==> src/rtl/ljc_pkg.sv <==
// ---------------------------------------------------------------------------
// ljc_pkg: shared types, constants and arithmetic helpers
// Holds the queue entry format, state encodings and the saturating helpers
// used by the pair energy front and back ends.
// ---------------------------------------------------------------------------
`default_nettype none

package ljc_pkg;

  localparam int unsigned CoordW     = 32;
  localparam int unsigned ChargeW    = 32;
  localparam int unsigned CoefW      = 48;
  localparam int unsigned R2W        = 58;
  localparam int unsigned AccW       = 64;
  localparam int unsigned ScaleW     = 32;
  localparam int unsigned DivDendW   = 72;
  localparam int unsigned DivSorW    = 32;
  localparam int unsigned RootW      = 29;
  localparam int unsigned InDataW    = 352;
  localparam int unsigned OutDataW   = 128;
  localparam int unsigned QueueDepth = 2;

  localparam logic [ScaleW-1:0] ScaleReset = 32'd21761373;

  // What the front found out about a pair.
  typedef enum logic [1:0] {
    KIND_NORMAL,
    KIND_EXCLUDED,
    KIND_COINCIDENT
  } pair_kind_e;

  typedef struct packed {
    pair_kind_e          kind;
    logic                last;
    logic [R2W-1:0]      r2;
    logic [ChargeW-1:0]  qa;
    logic [ChargeW-1:0]  qb;
    logic [CoefW-1:0]    lj_a;
    logic [CoefW-1:0]    lj_b;
  } ljc_job_t;

  typedef enum logic [1:0] {
    FE_IDLE,
    FE_SQ,
    FE_PUSH
  } fe_state_e;

  typedef enum logic [4:0] {
    BK_IDLE,
    BK_NORM,
    BK_DIVQ,
    BK_MT,
    BK_MU,
    BK_MW,
    BK_MAW0,
    BK_MAW1,
    BK_MBU0,
    BK_MBU1,
    BK_F6,
    BK_VACC,
    BK_SQRT,
    BK_MQQ,
    BK_MPS0,
    BK_MPS1,
    BK_NUM,
    BK_DIVC,
    BK_EACC,
    BK_DONE
  } bk_state_e;

  // Scale x by 2^k with truncation. Bit 63 of the result is the overflow
  // flag; bits 62:0 hold the value, all ones when capped.
  function automatic logic [63:0] cap_shift(input logic [79:0] x,
                                            input logic signed [9:0] k);
    logic [142:0] xl;
    logic [79:0]  xr;
    logic [9:0]   nk;
    logic         ovf;
    logic [62:0]  v;
    ovf = 1'b0;
    v   = '0;
    xl  = '0;
    xr  = '0;
    nk  = '0;
    if (k > 10'sd0) begin
      if (x != 80'd0) begin
        if (k >= 10'sd63) begin
          ovf = 1'b1;
        end else begin
          xl  = {63'd0, x} << k[5:0];
          ovf = |xl[142:63];
          v   = xl[62:0];
        end
      end
    end else begin
      nk = 10'(-k);
      if (nk < 10'd80) begin
        xr = x >> nk[6:0];
      end
      ovf = |xr[79:63];
      v   = xr[62:0];
    end
    if (ovf) begin
      v = '1;
    end
    return {ovf, v};
  endfunction

  // Signed saturating add. Bit 64 of the result is the overflow flag.
  function automatic logic [64:0] sat_add(input logic [63:0] acc,
                                          input logic [63:0] delta);
    logic [64:0] sum;
    logic        ovf;
    logic [63:0] res;
    sum = {acc[63], acc} + {delta[63], delta};
    ovf = sum[64] != sum[63];
    res = sum[63:0];
    if (ovf) begin
      res = sum[64] ? {1'b1, 63'd0} : {1'b0, {63{1'b1}}};
    end
    return {ovf, res};
  endfunction

endpackage

`default_nettype wire

==> src/rtl/ljc_fifo.sv <==
// ---------------------------------------------------------------------------
// ljc_fifo: pair queue
// Short register queue between the front and back ends.
// ---------------------------------------------------------------------------
`default_nettype none

module ljc_fifo #(
  parameter int unsigned Depth = ljc_pkg::QueueDepth
) (
  input  wire                clk_i,
  input  wire                rst_ni,
  input  wire                push_i,
  input  ljc_pkg::ljc_job_t  wdata_i,
  output logic               full_o,
  input  wire                pop_i,
  output ljc_pkg::ljc_job_t  rdata_o,
  output logic               empty_o
);

  localparam int unsigned PtrW = (Depth > 1) ? $clog2(Depth) : 1;
  localparam int unsigned CntW = $clog2(Depth + 1);

  ljc_pkg::ljc_job_t mem_q [Depth];
  logic [PtrW-1:0] wptr_q, rptr_q;
  logic [CntW-1:0] cnt_q;

  assign full_o  = cnt_q == CntW'(Depth);
  assign empty_o = cnt_q == '0;
  assign rdata_o = mem_q[rptr_q];

  function automatic logic [PtrW-1:0] bump(input logic [PtrW-1:0] p);
    return (p == PtrW'(Depth - 1)) ? '0 : p + 1'b1;
  endfunction

  always_ff @(posedge clk_i or negedge rst_ni) begin
    if (!rst_ni) begin
      wptr_q <= '0;
      rptr_q <= '0;
      cnt_q  <= '0;
    end else begin
      if (push_i) wptr_q <= bump(wptr_q);
      if (pop_i)  rptr_q <= bump(rptr_q);
      if (push_i && !pop_i)      cnt_q <= cnt_q + 1'b1;
      else if (pop_i && !push_i) cnt_q <= cnt_q - 1'b1;
    end
  end

  always_ff @(posedge clk_i) begin
    if (push_i) begin
      mem_q[wptr_q] <= wdata_i;
    end
  end

endmodule

`default_nettype wire

==> config.mk <==
export PLATFORM = sky130hd
export DESIGN_NAME = ljc_fifo
export DESIGN_NICKNAME = d
export VERILOG_FILES = /design/src/rtl/ljc_pkg.sv /design/src/rtl/ljc_fifo.sv
export SDC_FILE = /design/constraint.sdc
export NUM_CORES = 1
export LEC_CHECK = 0
export CORE_MARGIN = 2
export CORE_UTILIZATION = 30
export CTS_CLUSTER_SIZE = 28
export DETAILED_ROUTE_END_ITERATION = 10
export DONT_BUFFER_PORTS = 1
export PLACE_DENSITY = 0.43
export SETUP_SLACK_MARGIN = 0.2
export SYNTH_ARGS = -nofsm -noshare
export SYNTH_HDL_FRONTEND = slang
export SYNTH_SLANG_ARGS = --single-unit
==> constraint.sdc <==
create_clock -name clk_i -period 13 [get_ports clk_i]
set_input_delay 2.6 -clock clk_i [delete_from_list [all_inputs] [get_ports clk_i]]
set_output_delay 2.6 -clock clk_i [all_outputs]
set_load 0.02 [all_outputs]
==> impl_results.rst <==
.. list-table::
   :header-rows: 1

   * - Metric
     - Value
   * - Post-CTS Resized
     - 0
   * - Type of element launching the critical path
     - register
   * - Hold Fails Final Rpt
     - 0
   * - Count of standard-cell rows
     - 87
   * - CTS Root Buffer Type
     - clkbuf_16
   * - Maximum fanout encountered on the critical timing path
     - 56
   * - Endpoint kind of the worst setup timing path
     - output port
   * - Num Clock Sinks
     - 446
   * - Maximum clock frequency
     - 157.8 MHz
   * - Primary FF master, synth
     - edfxtp_1
   * - Cell taking the most area after synthesis
     - edfxtp_1
   * - First-pass iteration count of the detailed router
     - 4
   * - Count of distinct cell types in the synthesized netlist
     - 15
   * - Depth of the CTS H-tree
     - 2
   * - GPL Wtd Cong
     - 0.7467
   * - Clock buffer depth
     - 3
   * - Area share of the leading cell type in the synthesized netlist
     - 0.7842
   * - Area delta synth->final
     - 13.62%
   * - Die Area
     - 58,340 um2
   * - Leading cell types by count after synthesis
     - 442 x edfxtp_1, 180 x mux2_4, 41 x mux2_2, 10 x buf_6, 10 x buf_8
   * - Worst-path cell chain
     - buf_4, buf_4, mux2_2
   * - Number of buffers added for setup after CTS
     - 0
   * - GRT Total Usage
     - 0.1161
   * - Num CTS Buffers
     - 49
   * - Cell with the largest stage delay on the worst path
     - dfrtp_4
   * - Final routed wirelength across all metal layers
     - 35.37 mm
   * - Required time of the worst setup path
     - 10.40 ns
   * - Half-perimeter wire length after detailed placement
     - 24.50 mm
   * - Share of the yosys chip area belonging to registers
     - 0.7901
   * - Mean Syn Cell Area
     - 24.04 um2
   * - Number of synthesis warnings
     - 0
   * - Combined buffer and inverter count along the critical path
     - 2
   * - Number of enable-type register cells in the synthesized netlist
     - 442
   * - Cell Area, Placed
     - 17,650 um2
   * - End-of-flow core utilization
     - 0.3430
   * - Worst hold path class
     - reg -> reg
   * - Number of register bits inferred by synthesis
     - 446
   * - IO Pins
     - 448
   * - Setup clock skew after layout
     - 0.01394 ns
   * - Most frequent cell on the critical path
     - buf_4
   * - Clock transition at path regs
     - 0.06 ns
   * - Residual DRC
     - 0
   * - Max-cap violations
     - 0
   * - Post-synth net total
     - 930
   * - Slowest stage delay, CP
     - 0.93 ns
   * - Peak supply drop
     - 0.1633 mV
   * - Clock insertion delay at the later pin of the skew report
     - 0.57 ns
   * - Number of diodes
     - 0
   * - Layout filler cell count
     - 5,175
   * - Clock tree from TritonCTS
     - done
   * - Number of port buffers
     - 0
   * - Lkg Pwr
     - 6.702 nW
   * - Horizontal die dimension
     - 241.5 um
   * - Routed len/inst
     - 23.08 um
   * - Slew Limit Fails
     - 0
   * - Ranking of synthesized cells by area
     - edfxtp_1 78%, mux2_4 16%, mux2_2 2.7%
   * - Initial core utilization
     - 0.3019
   * - Run status
     - finished, final reports clean
   * - Fin crit period
     - 6.336 ns
   * - Slew headroom
     - 0.1005
   * - Least-Margin Pin Slew
     - 1.349 ns
   * - Worst endpoint data arrival time
     - 3.74 ns
   * - Detailed-route vias per instance
     - 4.326
   * - Remaining number of nets flagged by the antenna check after routing
     - 0
   * - Startpoint-to-endpoint class of the critical path
     - reg -> out
   * - Kind of cell adding the most delay to the critical path
     - buffers and inverters
   * - Netlist area before placement
     - 16,930 um2
   * - Number of global-route vias before repair
     - 7,200
   * - Initial DRC Count
     - 302
   * - Portion of the clock cycle consumed by the worst path in the final layout
     - 0.4874
   * - Area of the core
     - 56,060 um2
   * - Fraction of layout cells with a size suffix above 1
     - 0.3892
   * - PD cells
     - 246.1 nW/um2
   * - Unrepaired setup endpoints after global routing
     - no
   * - Total congestion overflow
     - 0
   * - Pin count of the biggest net entering global routing
     - 71
   * - Final #Nets
     - 965
   * - Chip Height
     - 241.5 um
   * - Post-Synthesis Cells
     - 704
   * - Final number of setup-violating endpoints
     - 0
   * - CTS Hold Buffers Added
     - 0
   * - Final Instance Area
     - 19,230 um2
   * - Most frequently used cell type in the post-synthesis netlist
     - edfxtp_1
   * - Total via count in the routed design
     - 6,627
   * - Wire length of the first global-routing pass
     - 49.80 mm
   * - Antenna violations before repair
     - 4
   * - Fraction of registers with async set/reset
     - 0.008969
   * - TNS Setup
     - 0 ns
## power by group
group | internal (mW) | leakage [nW] | switching, mW
Combinational | 0.515 | 1.74 | 0.849
Clock | 0.816 | 0.772 | 0.532
Sequential | 1.91 | 4.19 | 0.106
## state kept, by name (all words and copies together) (netlist names)
name / count
mem_q: 442
cnt_q: 2
wptr_q: 1
rptr_q: 1
## routing by layer
| layer | vias to the layer above | part of all wire | GRT usage |
|---|---|---|---|
| met5 | - | 0.0016 | 0 |
| met4 | 8 | 0.029 | 0.04348 |
| met3 | 79 | 0.15 | 0.07847 |
| met2 | 309 | 0.51 | 0.2020 |
| met1 | 3352 | 0.31 | 0.1060 |
| li1 | 2879 | - | - |
## worst reg2reg max path, cell delays in order (launching register included)
cell and delay (ns):
dfrtp_1 0.43, nor2b_4 0.65, buf_4 0.86, buf_4 0.85
## cells by family after synthesis
group	count (synthesis)	synth area share
simple gates	5	0.001553
flops	446	0.7901
mux	221	0.1869
xor+xnor	5	0.002587
buf+inv	26	0.01811
fa+ha+maj	1	0.0007391
## stage by stage
step	power, mW	hold WS [ns]	worst slack (ns)	cells
after floorplan	3.317	0.4563	4.206	704
after global placement	3.419	0.4742	7.267	1444
after detailed placement	3.451	0.4836	7.118	1444
after CTS	4.829	0.5033	6.477	1532
after global routing	4.934	0.5364	6.416	1532
final	4.732	0.5029	6.664	1532
## worst paths after layout
| path | to | slack (ns) | cells after the start | startpoint |
|---|---|---|---|---|
| worst min register to register | cnt_q[1] | 0.50 | 1 | cnt_q[1] |
| worst max register to register | mem_q[0][65] | 9.71 | 3 | wptr_q |
| worst min-delay path | cnt_q[1] | 0.50 | 1 | cnt_q[1] |
| max in group asynchronous | rptr_q | 11.20 | 0 | rst_ni |
| min in group asynchronous | cnt_q[0] | 1.73 | 0 | rst_ni |
| worst max-delay path | rdata_o[201] | 6.66 | 3 | rptr_q |
## cells in the final DEF, fill, tap and decap left out
master      instances
nor2b_4             1
dfrtp_1             3
mux2_2             41
bufinv_16           5
and2_4              1
clkinv_2            8
ha_1                1
clkbuf_16          51
inv_6               2
xnor2_1             1
clkinv_1            5
clkinvlp_4          1
buf_4               9
nor2_1              2
nor2b_1             1
dfrtp_4             1
mux2_4            180
clkbuf_1           14
edfxtp_1          442
xor2_1              4
clkinv_4            2
inv_1               1
## area by class of cell
type                       instances  area (um2)  area share
clock buffer                      65        1329     0.06910
clock inverter                    23       251.5     0.01308
inverter                           1       3.754   0.0001952
multi-input combinational        232        3257      0.1694
sequential                       446       13380      0.6956
tap                              756       945.9     0.04919
timing repair buffer               9       67.56    0.003513
(Power assumes the default switching activity.)
