--- config.mk ---
export PLATFORM = sky130hd
export DESIGN_NAME = ljc_front
export DESIGN_NICKNAME = d
export VERILOG_FILES = /design/src/rtl/ljc_pkg.sv /design/src/rtl/ljc_front.sv
export SDC_FILE = /design/constraint.sdc
export NUM_CORES = 2
export LEC_CHECK = 0
export ABC_AREA = 1
export BUFFER_PORTS_ARGS = -buffer_cell sky130_fd_sc_hd__buf_2
export CAP_MARGIN = 15
export CELL_PAD_IN_SITES_DETAIL_PLACEMENT = 2
export CELL_PAD_IN_SITES_GLOBAL_PLACEMENT = 2
export CORE_AREA = 3 3 407 329
export CTS_BUF_LIST = sky130_fd_sc_hd__clkbuf_4
export CTS_CLUSTER_DIAMETER = 80
export DETAILED_ROUTE_END_ITERATION = 16
export DIE_AREA = 0 0 410 332
export PLACE_DENSITY = 0.95
export SYNTH_ARGS = -nofsm -noshare
export SYNTH_HDL_FRONTEND = slang
export SYNTH_SLANG_ARGS = --single-unit
export TNS_END_PERCENT = 10
--- constraint.sdc ---
create_clock -name clk_i -period 16.3 [get_ports clk_i]
set_input_delay 1.63 -clock clk_i [delete_from_list [all_inputs] [get_ports clk_i]]
set_output_delay 1.63 -clock clk_i [all_outputs]
set_load 0.05 [all_outputs]
--- src/rtl/ljc_pkg.sv ---
// ---------------------------------------------------------------------------
// ljc_pkg: shared types, constants and arithmetic helpers
// Holds the queue entry format, state encodings and the saturating helpers
// used by the pair energy front and back ends.
// ---------------------------------------------------------------------------
`default_nettype none

package ljc_pkg;

  localparam int unsigned CoordW     = 32;
  localparam int unsigned ChargeW    = 32;
  localparam int unsigned CoefW      = 48;
  localparam int unsigned R2W        = 58;
  localparam int unsigned AccW       = 64;
  localparam int unsigned ScaleW     = 32;
  localparam int unsigned DivDendW   = 72;
  localparam int unsigned DivSorW    = 32;
  localparam int unsigned RootW      = 29;
  localparam int unsigned InDataW    = 352;
  localparam int unsigned OutDataW   = 128;
  localparam int unsigned QueueDepth = 2;

  localparam logic [ScaleW-1:0] ScaleReset = 32'd21761373;

  // What the front found out about a pair.
  typedef enum logic [1:0] {
    KIND_NORMAL,
    KIND_EXCLUDED,
    KIND_COINCIDENT
  } pair_kind_e;

  typedef struct packed {
    pair_kind_e          kind;
    logic                last;
    logic [R2W-1:0]      r2;
    logic [ChargeW-1:0]  qa;
    logic [ChargeW-1:0]  qb;
    logic [CoefW-1:0]    lj_a;
    logic [CoefW-1:0]    lj_b;
  } ljc_job_t;

  typedef enum logic [1:0] {
    FE_IDLE,
    FE_SQ,
    FE_PUSH
  } fe_state_e;

  typedef enum logic [4:0] {
    BK_IDLE,
    BK_NORM,
    BK_DIVQ,
    BK_MT,
    BK_MU,
    BK_MW,
    BK_MAW0,
    BK_MAW1,
    BK_MBU0,
    BK_MBU1,
    BK_F6,
    BK_VACC,
    BK_SQRT,
    BK_MQQ,
    BK_MPS0,
    BK_MPS1,
    BK_NUM,
    BK_DIVC,
    BK_EACC,
    BK_DONE
  } bk_state_e;

  // Scale x by 2^k with truncation. Bit 63 of the result is the overflow
  // flag; bits 62:0 hold the value, all ones when capped.
  function automatic logic [63:0] cap_shift(input logic [79:0] x,
                                            input logic signed [9:0] k);
    logic [142:0] xl;
    logic [79:0]  xr;
    logic [9:0]   nk;
    logic         ovf;
    logic [62:0]  v;
    ovf = 1'b0;
    v   = '0;
    xl  = '0;
    xr  = '0;
    nk  = '0;
    if (k > 10'sd0) begin
      if (x != 80'd0) begin
        if (k >= 10'sd63) begin
          ovf = 1'b1;
        end else begin
          xl  = {63'd0, x} << k[5:0];
          ovf = |xl[142:63];
          v   = xl[62:0];
        end
      end
    end else begin
      nk = 10'(-k);
      if (nk < 10'd80) begin
        xr = x >> nk[6:0];
      end
      ovf = |xr[79:63];
      v   = xr[62:0];
    end
    if (ovf) begin
      v = '1;
    end
    return {ovf, v};
  endfunction

  // Signed saturating add. Bit 64 of the result is the overflow flag.
  function automatic logic [64:0] sat_add(input logic [63:0] acc,
                                          input logic [63:0] delta);
    logic [64:0] sum;
    logic        ovf;
    logic [63:0] res;
    sum = {acc[63], acc} + {delta[63], delta};
    ovf = sum[64] != sum[63];
    res = sum[63:0];
    if (ovf) begin
      res = sum[64] ? {1'b1, 63'd0} : {1'b0, {63{1'b1}}};
    end
    return {ovf, res};
  endfunction

endpackage

`default_nettype wire

--- src/rtl/ljc_front.sv ---
// ---------------------------------------------------------------------------
// ljc_front: pair intake and classification
// Accepts one pair, forms the squared distance one axis a cycle and queues
// the pair with its kind.
// ---------------------------------------------------------------------------
`default_nettype none

module ljc_front (
  input  wire                             clk_i,
  input  wire                             rst_ni,
  input  wire                             s_axis_tvalid,
  output logic                            s_axis_tready,
  input  wire  [ljc_pkg::InDataW-1:0]     s_axis_tdata,
  input  wire                             s_axis_tuser,
  input  wire                             s_axis_tlast,
  output logic                            push_o,
  input  wire                             full_i,
  output ljc_pkg::ljc_job_t               job_o
);

  ljc_pkg::fe_state_e state_q, state_d;
  logic [1:0]                   axis_q, axis_d;
  logic [ljc_pkg::InDataW-1:0]  data_q;
  logic                         excl_q, last_q;
  logic [63:0]                  sq_q;
  logic [ljc_pkg::R2W-1:0]      r2_q, r2_d, r2_sum;
  logic signed [32:0]           diff;
  logic [31:0]                  mag;
  logic [31:0]                  ca, cb;
  logic                         accept;

  assign accept = s_axis_tvalid && s_axis_tready;

  always_comb begin
    case (axis_q)
      2'd0:    begin ca = data_q[31:0];  cb = data_q[127:96];  end
      2'd1:    begin ca = data_q[63:32]; cb = data_q[159:128]; end
      default: begin ca = data_q[95:64]; cb = data_q[191:160]; end
    endcase
    diff = $signed({cb[31], cb}) - $signed({ca[31], ca});
    mag  = diff[32] ? 32'(-diff) : diff[31:0];
  end

  assign r2_sum = r2_q + ljc_pkg::R2W'(sq_q[63:8]);
  assign r2_d   = (axis_q == 2'd0) ? '0 : r2_sum;

  always_comb begin
    state_d = state_q;
    axis_d  = axis_q;
    case (state_q)
      ljc_pkg::FE_IDLE: begin
        if (accept) begin
          state_d = ljc_pkg::FE_SQ;
          axis_d  = 2'd0;
        end
      end
      ljc_pkg::FE_SQ: begin
        if (axis_q == 2'd2) begin
          state_d = ljc_pkg::FE_PUSH;
        end else begin
          axis_d = axis_q + 2'd1;
        end
      end
      ljc_pkg::FE_PUSH: begin
        if (!full_i) begin
          state_d = ljc_pkg::FE_IDLE;
        end
      end
      default: state_d = ljc_pkg::FE_IDLE;
    endcase
  end

  always_comb begin
    s_axis_tready = 1'b0;
    push_o        = 1'b0;
    case (state_q)
      ljc_pkg::FE_IDLE: s_axis_tready = 1'b1;
      ljc_pkg::FE_PUSH: push_o = !full_i;
      default: begin
        s_axis_tready = 1'b0;
        push_o        = 1'b0;
      end
    endcase
  end

  always_comb begin
    job_o.last = last_q;
    job_o.r2   = r2_sum;
    job_o.qa   = data_q[223:192];
    job_o.qb   = data_q[255:224];
    job_o.lj_a = data_q[303:256];
    job_o.lj_b = data_q[351:304];
    if (excl_q) begin
      job_o.kind = ljc_pkg::KIND_EXCLUDED;
    end else if (r2_sum == '0) begin
      job_o.kind = ljc_pkg::KIND_COINCIDENT;
    end else begin
      job_o.kind = ljc_pkg::KIND_NORMAL;
    end
  end

  always_ff @(posedge clk_i or negedge rst_ni) begin
    if (!rst_ni) begin
      state_q <= ljc_pkg::FE_IDLE;
      axis_q  <= 2'd0;
    end else begin
      state_q <= state_d;
      axis_q  <= axis_d;
    end
  end

  always_ff @(posedge clk_i) begin
    if (accept) begin
      data_q <= s_axis_tdata;
      excl_q <= s_axis_tuser;
      last_q <= s_axis_tlast;
    end
    if (state_q == ljc_pkg::FE_SQ) begin
      sq_q <= mag * mag;
      r2_q <= r2_d;
    end
  end

endmodule

`default_nettype wire

==> results_dict.tcl <==
set metrics [dict create \
    synth_area_um2 54500 \
    cts_root_buf "clkbuf_4" \
    slew_headroom_pct 3.36 \
    required_ps 17140 \
    drive_gt1_share_pct 15.8 \
    initial_core_util_pct 42.1 \
    end_kind "register" \
    firstDrtPassIters 8 \
    setup.worst_path.start "axis_q[1]" \
    core_um2 129000 \
    rows 118 \
    grt_pass1_vias 59500 \
    ys_top_cells_by_count "1372 x inv_1, 984 x nand2_1, 800 x fa_1, 605 x nor2_1, 468 x edfxtp_1" \
    crit_buf_inv 10 \
    pin_count 581 \
    grt_overflow 0 \
    r2r_cells 46 \
    max_freq_mhz 59.8 \
    tightest_slew_ps 1450 \
    clock-sinks 472 \
    yosysTopAreaCell "fa_1" \
    hold_path_class "in -> async" \
    dpl.hpwl_um 213000 \
    cp_slowest_cell "inv_1" \
    skew_ps 133 \
    postSynthAreaPerCell_um2 9.13 \
    cts_hold_buf 0 \
    antenna_found_initial 36 \
    endpoint "sq_q[52]" \
    finalSetupViolCount 27 \
    fin_crit_ps 16730 \
    status "finished, violations left" \
    finalMaxSlewViolations 0 \
    synth_area_leaders "fa_1 29%, edfxtp_1 26%, inv_1 9.4%" \
    cp_top_family "adder cells" \
    ys_ff_latch 472 \
    cts_buffer_depth 3 \
    path_depth 46 \
    cts_tree "done" \
    fp.dieW_um 410 \
    min_period_over_period_pct 103 \
    totalWireLength_um 337000 \
    cp-start-kind "register" \
    final_hold_viol_count 0 \
    fillCellCount 14100 \
    path_max_fanout 65 \
    portBuffers 580 \
    nNetsFinal 7965 \
    drc 0 \
    syn_to_final_growth_pct 9.77 \
    cts_made_buffers 136 \
    layout_setup_ws_ps -430 \
    placed_area_um2 58000 \
    ys_warn_count 0 \
    synth_edf_count 468 \
    htree_levels 4 \
    dr_total_vias 53600 \
    async_flop_share_pct 0.847 \
    die_h_um 332 \
    maxCapViolCount 0 \
    grt_pass1_wl_um 437000 \
    globalRouteTotalUtil_pct 45.0 \
    gp_congestion 0.965 \
    die_area_um2 136000 \
    postRouteAntennaNets 0 \
    ys_seq_area_share_pct 26.0 \
    ff2ff_setup_slack_ps -430 \
    drt_iter0_markers 6637 \
    arrival_ps 17570 \
    stdcell_area_um2 59900 \
    grt_max_degree 153 \
    synth_top_area_share_pct 29.4 \
    post_cts_buffers 0 \
    netlist_instances 5971 \
    syn-num-nets 7497 \
    cp_slowest_stage_delay_ps 1240 \
    wl_per_cell_um 40.4 \
    r2r-end "sq_q[52]" \
    yosys_most_used_dff "edfxtp_1" \
    rr_startpoint "axis_q[1]" \
    synth.most_common_cell "inv_1" \
    vias_per_cell 6.43 \
    violations "negative setup slack" \
    synth_cell_type_count 59 \
    worstSetupPathType "reg -> reg" \
    insertion_delay_ps 1210 \
    cts_resized 0 \
    path_clk_slew_ps 110 \
]
[how the worst min path moves through the flow]
stage                           from         end  slack (ps)
after floorplan           state_q[0]  state_q[1]         530
after global placement    state_q[0]  state_q[1]         590
after detailed placement   axis_q[1]   axis_q[1]         680
after CTS                     rst_ni  state_q[0]         230
after global routing          rst_ni  state_q[0]         230
final                         rst_ni  state_q[0]         270
[flip-flops by register name, indices dropped and copies added, names as in the netlist]
name     count
axis_q       2
state_q      2
last_q       1
data_q     352
excl_q       1
sq_q        56
r2_q        58
[final cells by class]
| type | instances | area, µm² | share of cell area (%) |
|---|---|---|---|
| flip-flops and latches | 472 | 14200 | 23.6 |
| diodes | 65 | 163 | 0.272 |
| inverters | 1432 | 5390 | 9.00 |
| multi-input cells | 3788 | 33100 | 55.4 |
| clock inverters | 52 | 312 | 0.520 |
| clock buffers | 182 | 1370 | 2.28 |
| repair buffers | 609 | 3150 | 5.27 |
| well taps | 1740 | 2180 | 3.64 |
[placed cells by master, fill, tap and decap left out, types with 7 or more instances in the layout]
master,Yosys,routed
nand4_1,30,30
fa_1,800,800
buf_2,50,580
buf_4,178,27
o21ai_0,124,124
a22oi_1,29,29
o21a_1,16,16
inv_1,1372,1372
inv_6,1,7
a22o_1,32,32
a21o_1,10,10
nor3_1,40,40
clkbuf_4,0,182
edfxtp_1,468,468
a31oi_1,32,32
nor2_4,25,27
a21oi_1,243,243
o21bai_1,19,19
ha_1,368,366
nand3_1,144,144
nand2_1,984,983
o21ai_1,7,7
nor2_2,60,60
xor2_1,74,71
nor4_1,8,8
nand3b_1,22,22
clkinv_1,2,33
inv_2,54,55
nand2_2,34,35
xnor2_1,24,24
nor2_1,605,603
nand2_4,7,7
diode_2,0,65
[cells by family after synthesis]
| logic type | synth area share (%) |
|---|---|
| compound gates | 5.73 |
| xor+xnor | 1.71 |
| fa+ha+maj | 37.8 |
| buf+inv | 13.4 |
| flops | 26.0 |
| simple gates | 15.4 |
[layer usage]
layer	track usage [%]	wire, µm	vias up
li1	-	-	19200
met1	46.5	105000	26400
met2	71.4	145000	5238
met3	17.6	44700	2744
met4	39.1	42000	34
met5	0.317	299	-
[metrics by stage]
step	setup slack (ps)	util (%)	cells	hold slack [ps]	TNS (ps)
floorplan	5870	-	5971	527	0
global placement	3270	44.8	8040	588	0
detailed placement	2020	44.8	8040	676	0
CTS	1310	46.1	8274	232	0
global route	-120	46.2	8314	232	-224
finish	-430	46.2	8340	267	-4720
[worst reg2reg max path: cells and delay by family (launching register included)]
kind,cells,cell delay (ps)
adders and majority gates,12,6600
and+or+nand+nor,20,5080
buffers and inverters,10,3050
AOI/OAI and AO/OA,2,680
xor gates and xnor gates,2,560
DFF,1,410
Power is left out: the tool's default activity adds up to more than one toggle a clock period on the data nets, which glitch-free logic cannot reach.
